**src/rtl/hsm_pkg.sv**
```systemverilog
// Shared types and constants for the heightfield shadow march block.
`default_nettype none
package hsm_pkg;
  localparam int MAX_DIM    = 255;
  localparam int COORD_W    = 8;                 // bits of one in-store coordinate
  localparam int STORE_AW   = 2 * COORD_W;
  localparam int HEIGHT_W   = 24;
  localparam int LIMIT_W    = 14;
  localparam int LIMIT_NUM  = 204800;            // 800 m in Q10.8 cell units
  localparam int LIMIT_RST  = 800;
  localparam int DIV_W      = 18;                // bits of LIMIT_NUM
  localparam int CELL_MIN   = 16;
  localparam int START_BIAS = 51;                // 0.2 m in Q15.8
  localparam int CLIMB_LIM  = 100 * 8388608;     // 100 m in 2^-23 m
  localparam int MUL_AW     = 25;
  localparam int MUL_BW     = 18;
  localparam int MUL_PW     = MUL_AW + MUL_BW;
  localparam int ACC_W      = 60;

  typedef enum logic [2:0] {
    REG_SUN_X    = 3'd0,
    REG_SUN_Y    = 3'd1,
    REG_SUN_Z    = 3'd2,
    REG_CELL     = 3'd3,
    REG_MAP_DIM  = 3'd4
  } cfg_reg_t;

  localparam logic CMD_WRITE = 1'b0;
  localparam logic CMD_QUERY = 1'b1;

  typedef enum logic [3:0] {
    ST_IDLE,
    ST_CHK,
    ST_H0,
    ST_ADV,
    ST_ADDR,
    ST_CA,
    ST_CB,
    ST_CC,
    ST_CD,
    ST_CMP
  } hsm_state_t;

  typedef struct packed {
    logic                          we;
    logic [STORE_AW-1:0]           addr;
    logic signed [HEIGHT_W-1:0]    wdata;
  } store_req_t;
endpackage
`default_nettype wire

```
**src/rtl/hsm_mul.sv**
```systemverilog
// Shared signed multiplier with registered product.
`default_nettype none
module hsm_mul
  import hsm_pkg::*;
(
  input  wire logic                     clk,
  input  wire logic signed [MUL_AW-1:0] a,
  input  wire logic signed [MUL_BW-1:0] b,
  output logic signed [MUL_PW-1:0]      prod_r
);
  always_ff @(posedge clk) begin
    prod_r <= MUL_PW'(a) * MUL_PW'(b);
  end
endmodule
`default_nettype wire

```
**config.mk**
```make
export PLATFORM = sky130hd
export DESIGN_NAME = hsm_mul
export DESIGN_NICKNAME = d
export VERILOG_FILES = /design/src/rtl/hsm_pkg.sv /design/src/rtl/hsm_mul.sv
export SDC_FILE = /design/constraint.sdc
export NUM_CORES = 1
export LEC_CHECK = 0
export ABC_AREA = 0
export BUFFER_PORTS_ARGS = -buffer_cell sky130_fd_sc_hd__buf_2
export CAP_MARGIN = 25
export CORE_MARGIN = 5
export CORE_UTILIZATION = 30
export CTS_BUF_LIST = sky130_fd_sc_hd__clkbuf_4 sky130_fd_sc_hd__clkbuf_8 sky130_fd_sc_hd__clkbuf_16
export DETAILED_ROUTE_END_ITERATION = 8
export GPL_TIMING_DRIVEN = 0
export SLEW_MARGIN = 25
export SYNTH_ARGS = -nofsm -noshare
export SYNTH_HDL_FRONTEND = slang
export SYNTH_SLANG_ARGS = --single-unit
```
**constraint.sdc**
```tcl
create_clock -name clk -period 14.7 [get_ports clk]
set_input_delay 2.205 -clock clk [delete_from_list [all_inputs] [get_ports clk]]
set_output_delay 2.205 -clock clk [all_outputs]
set_load 0.1 [all_outputs]
```
==> summary.txt <==
Netlist cell types: 49
CTS tree: yes
DR vias/cell: 4.586
mux share of post-synthesis cell area: 0%
I/O Buffers: 76
CP Class: input port to register
number of global-route vias before repair: 13780
register bit total from synthesis: 43
Synth Flop Type: dfxtp_1
largest registers: prod_r (43)
Via Count: 12410
fillers: 5874
final wirelength: 48.64 mm
num rows: 87
crit end category: register
Worst Path Max Fanout: 10
metal2 WL: 24.21 mm
critical path depth in cells: 21
Synth Area in Compound Gates: 4.992%
Initial DRC Count: 708
DRC errors left: 0
max_slew headroom: 41.45%
unrepaired setup endpoints after global routing: false
synth warn: 0
status: complete, no violations
core area: 56060 µm²
die height: 247.1 µm
post-route minimum period: 9.327 ns
final period utilization: 63.45%
Hold Path Depth: 2
Post-layout nets: 2538
Max Slew Vio Count: 0
Final setup violation count: 0
setup total negative slack: 0 ns
max incr delay on CP: 0.60 ns
CP max stage cell: a31oi_1
CTS Hold Bufs: 0
clock slew at reported path FFs: 0.07 ns
cell count after synthesis: 1863
Pre-antenna DRT Iters: 7
gpl congestion: 0.9289
Detail Route Antenna Nets: 0
critical path's most frequent cell: fa_1
Startpoint Class: input port
Post-Syn Area: 16870 µm²
post_cts resized: 0
initial antenna violation count: 6
largest net degree at the start of global routing: 14
Worst Tran Pin Value: 0.8723 ns
Clk Tree Root Cell: clkbuf_16
DIE AREA: 61070 µm²
Post CTS Setup Buffer Count: 0
Die Wd: 247.1 µm
Synth Area in XOR/XNOR: 1.817%
share of flip-flops with an asynchronous set or reset: 0%
Area Growth Syn to Fin: 9.050%
worst path required time: 14.93 ns
WL per Instance: 17.97 µm
max layer used: met5
Hold Slack: 2.299 ns
cell count after placement: 2695
sequential element share of the synthesized area: 5.103%
Total Routing Usage GR: 16.57%
detailed route wirelength on metal3: 3.243 mm
WP buf/inv: 5
Arr. time, crit path: 9.56 ns
Min-Delay Path Class: input port to register
DRT met1 WL: 19.48 mm
grt total ovfl: 0
CTS Buffer Depth: 2
simple-gate share of the synthesized area: 14.77%
Top Family by Delay on Critical Path: adder cells
final hold violations: 0
Synth Net Count: 2455
Initial Utilization: 30.09%
first-pass GRT wire length: 77.02 mm
post-synthesis area per instance: 9.054 µm²
Largest register FFs: 43
share of post-route cells with drive strength above 1: 4.725%
Largest Register: prod_r
max_cap viols: 0
total CTS buffers: 5
final non-filler cell total: 2706
EDFF count, synth: 0
Top Ports: 87
DP Wirelength: 43.15 mm
combinational family with the most area after synthesis: adder cells
Adder-Cell Fraction of Synth Area: 60.28%
H-tree depth: 2
fmax: 107.2 MHz
critical path, cell by cell: clkbuf_1 -> clkbuf_1 -> nand2_1 -> fa_1 -> fa_1 -> fa_1 -> fa_1 -> inv_1 -> fa_1 -> inv_1 -> fa_1 -> inv_1 -> ha_1 -> o211ai_1 -> o21a_1 -> a31oi_1 -> a31o_1 -> o31ai_4 -> o311ai_1 -> a2111oi_1 -> a311oi_1
clk sink count: 43
layout by cell type, fill, tap and decap left out, types with 7 or more instances in the layout:
master    netlist  layout
a211oi_1        7       7
a21oi_1        31      31
dfxtp_1        43      43
xnor2_1        31      31
buf_2           0      76
nor3_1          7       7
clkbuf_1       70      70
fa_1          441     441
inv_1         515     515
and2_1        167     167
ha_1          107     107
o21ai_0        22      21
nand2b_1       11      11
a21o_1         11      11
nand2_1       277     277
nor2_1         46      46
path summary, 6_finish.rpt:
check                 start            endpoint  slack, ns
worst max-delay path   a[9]  prod_r[42]$_DFF_P_       5.37
worst min-delay path   b[0]   prod_r[0]$_DFF_P_       2.30
final cells by class:
class	instances	area [µm²]	share of cell area [%]
Inverter	515	1933	10.51
Buffer	71	266.5	1.449
Timing Repair Buffer	76	380.4	2.068
Clock inverter	2	60.06	0.3265
Clock buffer	6	132.6	0.7210
Tap cell	756	945.9	5.143
Sequential cell	43	860.8	4.680
Multi-Input combinational cell	1234	13810	75.06
Antenna cell	3	7.507	0.04081
synthesized netlist by cell type, types with 5 or more instances:
cell type | count | area share, %
a211oi_1 | 7 | 0.31
a21o_1 | 11 | 0.49
a21oi_1 | 31 | 0.92
a31oi_1 | 5 | 0.19
and2_1 | 167 | 6.2
clkbuf_1 | 70 | 1.6
dfxtp_1 | 43 | 5.1
fa_1 | 441 | 52
ha_1 | 107 | 7.9
inv_1 | 515 | 11
nand2_1 | 277 | 6.2
nand2b_1 | 11 | 0.41
nand3_1 | 5 | 0.15
nor2_1 | 46 | 1.0
nor2b_1 | 6 | 0.22
nor3_1 | 7 | 0.21
o21a_1 | 6 | 0.27
o21ai_0 | 22 | 0.65
o21bai_1 | 5 | 0.22
xnor2_1 | 31 | 1.6
per-stage QoR:
step                      area [µm²]  util, %  setup slack (ns)
after global placement         18190    32.45             4.982
final                          18390    32.81             5.373
after detailed placement       18190    32.45             5.102
after global routing           18390    32.80             5.118
after floorplan                16870        -             6.730
after CTS                      18390    32.80             5.440
kinds of logic (layout without fill, tap and decap cells):
logic type,after synthesis,count (layout)
flip-flops,43,43
XOR/XNOR,35,35
AND/OR/NAND/NOR,529,529
adder cells (fa/ha/maj),548,548
AO/OA/AOI/OAI,122,122
buffers and inverters,586,670
other,0,3
metal layers:
metal  vias up  GRT usage [%]
li1       5510              -
met1      6494          20.96
met2       329          28.60
met3        72          3.167
met4         6          5.399
met5         -              0
Power is not shown: default switching activity piles up to over one toggle a cycle in this logic, so the estimate is an artifact.
