--- config.mk ---
export PLATFORM = sky130hd
export DESIGN_NAME = hsm_div
export DESIGN_NICKNAME = d
export VERILOG_FILES = /design/src/rtl/hsm_pkg.sv /design/src/rtl/hsm_div.sv
export SDC_FILE = /design/constraint.sdc
export NUM_CORES = 1
export LEC_CHECK = 0
export BUFFER_PORTS_ARGS = -buffer_cell sky130_fd_sc_hd__buf_2
export CAP_MARGIN = 20
export CORE_MARGIN = 4
export CORE_UTILIZATION = 63
export CTS_BUF_LIST = sky130_fd_sc_hd__clkbuf_16
export DETAILED_ROUTE_END_ITERATION = 8
export GPL_TIMING_DRIVEN = 0
export PLACE_DENSITY_LB_ADDON = 0.2
export SLEW_MARGIN = 20
export SYNTH_ARGS = -nofsm -noshare
export SYNTH_HDL_FRONTEND = slang
export SYNTH_SLANG_ARGS = --single-unit
--- constraint.sdc ---
create_clock -name clk -period 4.4 [get_ports clk]
set_input_delay 0 -clock clk [delete_from_list [all_inputs] [get_ports clk]]
set_output_delay 0 -clock clk [all_outputs]
set_load 0.005 [all_outputs]
--- src/rtl/hsm_pkg.sv ---
// Shared types and constants for the heightfield shadow march block.
`default_nettype none
package hsm_pkg;
  localparam int MAX_DIM    = 255;
  localparam int COORD_W    = 8;                 // bits of one in-store coordinate
  localparam int STORE_AW   = 2 * COORD_W;
  localparam int HEIGHT_W   = 24;
  localparam int LIMIT_W    = 14;
  localparam int LIMIT_NUM  = 204800;            // 800 m in Q10.8 cell units
  localparam int LIMIT_RST  = 800;
  localparam int DIV_W      = 18;                // bits of LIMIT_NUM
  localparam int CELL_MIN   = 16;
  localparam int START_BIAS = 51;                // 0.2 m in Q15.8
  localparam int CLIMB_LIM  = 100 * 8388608;     // 100 m in 2^-23 m
  localparam int MUL_AW     = 25;
  localparam int MUL_BW     = 18;
  localparam int MUL_PW     = MUL_AW + MUL_BW;
  localparam int ACC_W      = 60;

  typedef enum logic [2:0] {
    REG_SUN_X    = 3'd0,
    REG_SUN_Y    = 3'd1,
    REG_SUN_Z    = 3'd2,
    REG_CELL     = 3'd3,
    REG_MAP_DIM  = 3'd4
  } cfg_reg_t;

  localparam logic CMD_WRITE = 1'b0;
  localparam logic CMD_QUERY = 1'b1;

  typedef enum logic [3:0] {
    ST_IDLE,
    ST_CHK,
    ST_H0,
    ST_ADV,
    ST_ADDR,
    ST_CA,
    ST_CB,
    ST_CC,
    ST_CD,
    ST_CMP
  } hsm_state_t;

  typedef struct packed {
    logic                          we;
    logic [STORE_AW-1:0]           addr;
    logic signed [HEIGHT_W-1:0]    wdata;
  } store_req_t;
endpackage
`default_nettype wire

--- src/rtl/hsm_div.sv ---
// Bit-serial divider computing the march step limit from the cell size.
`default_nettype none
module hsm_div
  import hsm_pkg::*;
(
  input  wire logic               clk,
  input  wire logic               rst_n,
  input  wire logic               start,
  input  wire logic [15:0]        cell_q8,
  output logic                    busy,
  output logic [LIMIT_W-1:0]      limit_r
);
  logic [DIV_W-1:0]   quo_r, quo_nxt;
  logic [15:0]        rem_r, rem_nxt, dvs_r, dvs_nxt;
  logic [4:0]         cnt_r, cnt_nxt;
  logic               busy_r, busy_nxt;
  logic [LIMIT_W-1:0] limit_nxt;
  logic [16:0]        trial, diff;

  assign trial = {rem_r, quo_r[DIV_W-1]};
  assign diff  = trial - {1'b0, dvs_r};

  always_comb begin
    quo_nxt   = quo_r;
    rem_nxt   = rem_r;
    dvs_nxt   = dvs_r;
    cnt_nxt   = cnt_r;
    busy_nxt  = busy_r;
    limit_nxt = limit_r;
    if (start) begin
      quo_nxt  = DIV_W'(LIMIT_NUM);
      rem_nxt  = '0;
      dvs_nxt  = (cell_q8 < 16'(CELL_MIN)) ? 16'(CELL_MIN) : cell_q8;
      cnt_nxt  = 5'(DIV_W);
      busy_nxt = 1'b1;
    end else if (busy_r) begin
      if (!diff[16]) begin
        rem_nxt = diff[15:0];
        quo_nxt = {quo_r[DIV_W-2:0], 1'b1};
      end else begin
        rem_nxt = trial[15:0];
        quo_nxt = {quo_r[DIV_W-2:0], 1'b0};
      end
      cnt_nxt = cnt_r - 5'd1;
      if (cnt_r == 5'd1) begin
        busy_nxt  = 1'b0;
        limit_nxt = quo_nxt[LIMIT_W-1:0];
      end
    end
  end

  always_ff @(posedge clk) begin
    quo_r <= quo_nxt;
    rem_r <= rem_nxt;
    dvs_r <= dvs_nxt;
    cnt_r <= cnt_nxt;
    if (!rst_n) begin
      busy_r  <= 1'b0;
      limit_r <= LIMIT_W'(LIMIT_RST);
    end else begin
      busy_r  <= busy_nxt;
      limit_r <= limit_nxt;
    end
  end

  assign busy = busy_r;
endmodule
`default_nettype wire

==> metrics.md <==
| Metric | Value |
|---|---|
| Slowest CP cell | nor2_1 |
| Worst vdd rail ir drop | around 0.00028 V |
| Critical Path Source Type | flip-flop |
| Starting density of the core | 0.6478 |
| Routed wire length per instance | between 15 and 20 µm |
| DR DRC count | 0 |
| Crit path time final | 3.124 ns |
| Clock sink count | 70 |
| Vias in the first global route | 3202 |
| Layout Nets | 501 |
| Data required, critical path | 4.60 ns |
| Layout cells sized above 1 | 0.1132 |
| Area after DPL | 3822 µm² |
| Placer Congestion | 0.8805 |
| Final count of hold timing violations | 0 |
| #FFs+latches synth | 70 |
| Distinct cells, synth | 48 |
| Ant. Diodes | 0 |
| Vias | 3143 |
| Syn_area_per_cell | 8.874 µm² |
| CTS buffer count | 9 |
| Primary FF master, synth | dfxtp_1 |
| Crit-path max FO | 10 |
| Num rows | 27 |
| Status | complete, no violations |
| P_leak | approximately 1.8 nW |
| GRT Resource Usage Total | 0.2709 |
| Die Wd | 83.25 µm |
| Final Skew | roughly 0.0096 ns |
| Worst R2R Path Depth | 11 |
| CTS tree | built |
| Iter 0 DRT Violations | 255 |
| Vias per std cell | 5.820 |
| Compound-Gate Fraction of Synth Area | 0.1792 |
| Power per cell area | 423.9 nW/µm² |
| Io pins | 34 |
| Htree depth | 3 |
| Crit path DAT | about 3.3 ns |
| Worst skew pair latency | 0.34 ns |
| Final Non-Filler Cells | 540 |
| Clock transition at the registers of the reported paths | ~0.060 ns |
| Max Cap Violations | 0 |
| Crit path cell chain | inv_1, ha_1, fa_1, nand2b_1, a21o_1, a211o_1, a211oi_2, nor3_1, clkbuf_1, nor2_1, o221ai_1 |
| Sequential element share of the synthesized area | 0.4377 |
| PnR Total Power | 1.832 mW |
| YS warnings | 0 |
| Critical path's top delay family | compound AO/OA/AOI/OAI gates |
| Largest family of logic cells by synthesized area | compound AO/OA/AOI/OAI gates |
| Tcrit/Tclk final | 0.7099 |
| Slew Viols, Final | 0 |
| Post-CTS sizing | 0 |
| Number of synthesized flops with an enable pin | 16 |
| Core box area | 5507 µm² |
| Final TNS setup | 0 ns |
| Antenna violations before repair | 0 |
| Async SR Flop Fraction | 0 |
| RSZ-0062 raised after global routing | no |
| Hold slack | 0.1288 ns |
| First-pass GRT wire length | 15.15 mm |
| DPL Wire Length | 5.779 mm |
| Placed cell count | 507 |
| WL final | around 8.8 mm |
| Worst slew margin | 0.5031 |
| Grt ovf | 0 |
| Post-synthesis simple-gate area fraction | 0.1726 |
| Critical path depth | 11 |
| Mapped Area | 3567 µm² |
| Post-Synth Adder-Cell Area | 0.06875 |
| Setup Crit Path Kind | reg2reg |
| Final Cell Area | 4322 µm² |
| Synthesized Nets | 440 |
| Post-DRT Antenna Nets | 0 |
| Cts hold-fix bufs | 17 |
| Area grow syn2layout | 21.15% |
| WP buf/inv | 2 |
| Final setup violation count | 0 |
| CP peak stage delay | 0.42 ns |
| Clock Path Buffers | 2 |
| Drt pass-1 iters | 5 |
| Largest net degree at the start of global routing | 18 |
| PortBufs | 33 |
| Synth Area in XOR/XNOR | 0.03683 |
| Hold Path Cell Cnt | 1 |
| Hold crit path type | in2reg |
| Mux share of post-synthesis cell area | 0.04490 |
| F_max | 0.3202 GHz |
| Post-CTS Setup Inserts | 0 |
| Crit path capture type | flip-flop |
| Slew @ Worst Pin | 0.7453 ns |
| Clock tree root buffer cell | clkbuf_16 |
| Die Area | a little under 7000 µm² |
| Die height | 83.25 µm |
| Cells after Synth | 402 |
-- power breakdown --
part	internal [mW]	total (mW)	switching (mW)
sequential	0.692	0.717	0.0248
clock	0.505	0.806	0.301
combinational	0.131	0.309	0.178
total	1.33	1.83	0.503
-- cells in the final DEF, fill, tap and decap left out, drive strengths merged, types with 9 or more instances in the layout --
cell	synthesis	layout
dfxtp	54	54
nand2	45	45
nor2	40	40
buf	7	40
clkbuf	26	35
inv	23	27
nand3	18	18
ha	18	18
dlygate4sd3	0	17
a21oi	16	16
mux2i	16	16
edfxtp	16	16
xnor2	13	13
o21ai	13	13
a21boi	12	12
a311oi	9	9
a211oi	9	9
-- through the flow --
step | worst slack [ns] | utilization
after floorplan | 1.690 | -
after global placement | 1.382 | 0.6942
after detailed placement | 1.323 | 0.6942
after CTS | 1.299 | 0.7848
after global routing | 1.059 | 0.7848
final | 1.276 | 0.7848
-- state kept, by name, indices dropped and copies added (netlist names) --
register / count
busy: 1
cnt_r: 5
dvs_r: 16
limit_r: 14
quo_r: 18
rem_r: 16
-- kinds of logic (layout without fill, tap and decap cells) --
| logic type | Yosys count | in the layout |
|---|---|---|
| xor gates and xnor gates | 15 | 15 |
| buffers and inverters | 56 | 122 |
| and+or+nand+nor | 136 | 136 |
| adders and majority gates | 19 | 19 |
| muxes | 16 | 16 |
| AOI/OAI and AO/OA | 90 | 90 |
| DFF | 70 | 70 |
-- area by class of cell --
cell class                      instances  area [µm²]
Fill cell                             378        1185
Buffer                                 33       127.6
Tap cell                               72       90.09
Clock inverter                          7       103.9
Timing Repair Buffer                   50       335.3
Multi-Input combinational cell        276        1792
Sequential cell                        70        1562
Inverter                               23       86.33
Clock buffer                            9       225.2
-- routing by layer --
metal / share of wire / track usage
met2: 0.48 / 0.4337
met1: 0.44 / 0.3340
met5: 0 / 0
met3: 0.070 / 0.09226
met4: 0.017 / 0.1100
-- Yosys cell counts, types with 3 or more instances --
master / n / area, µm²
o21ai_0: 12 / 60.06
buf_1: 4 / 15.01
inv_1: 23 / 86.33
ha_1: 18 / 225.2
edfxtp_1: 16 / 480.5
nand2_1: 45 / 168.9
o211ai_1: 4 / 30.03
a21o_1: 5 / 37.54
mux2i_1: 16 / 160.2
xnor2_1: 13 / 113.9
a21boi_0: 11 / 82.58
a21oi_1: 16 / 80.08
buf_2: 3 / 15.01
a311oi_1: 9 / 78.83
o21a_1: 6 / 45.04
nand3_1: 18 / 90.09
dfxtp_1: 54 / 1081
a211oi_1: 8 / 60.06
nor2_1: 40 / 150.1
nand4_1: 4 / 25.02
nor4_1: 5 / 31.28
clkbuf_1: 26 / 97.59
nor3_1: 5 / 25.02
nand2b_1: 8 / 50.05
and2_1: 4 / 25.02
-- path summary, 6_finish.rpt --
path         startpoint         end  slack (ns)
max           quo_r[17]   rem_r[13]        1.28
min               start    dvs_r[4]        0.13
max reg2reg   quo_r[17]   rem_r[13]        1.28
min reg2reg  limit_r[1]  limit_r[1]        0.46
No activity file was read; power rests on OpenSTA's default activity.
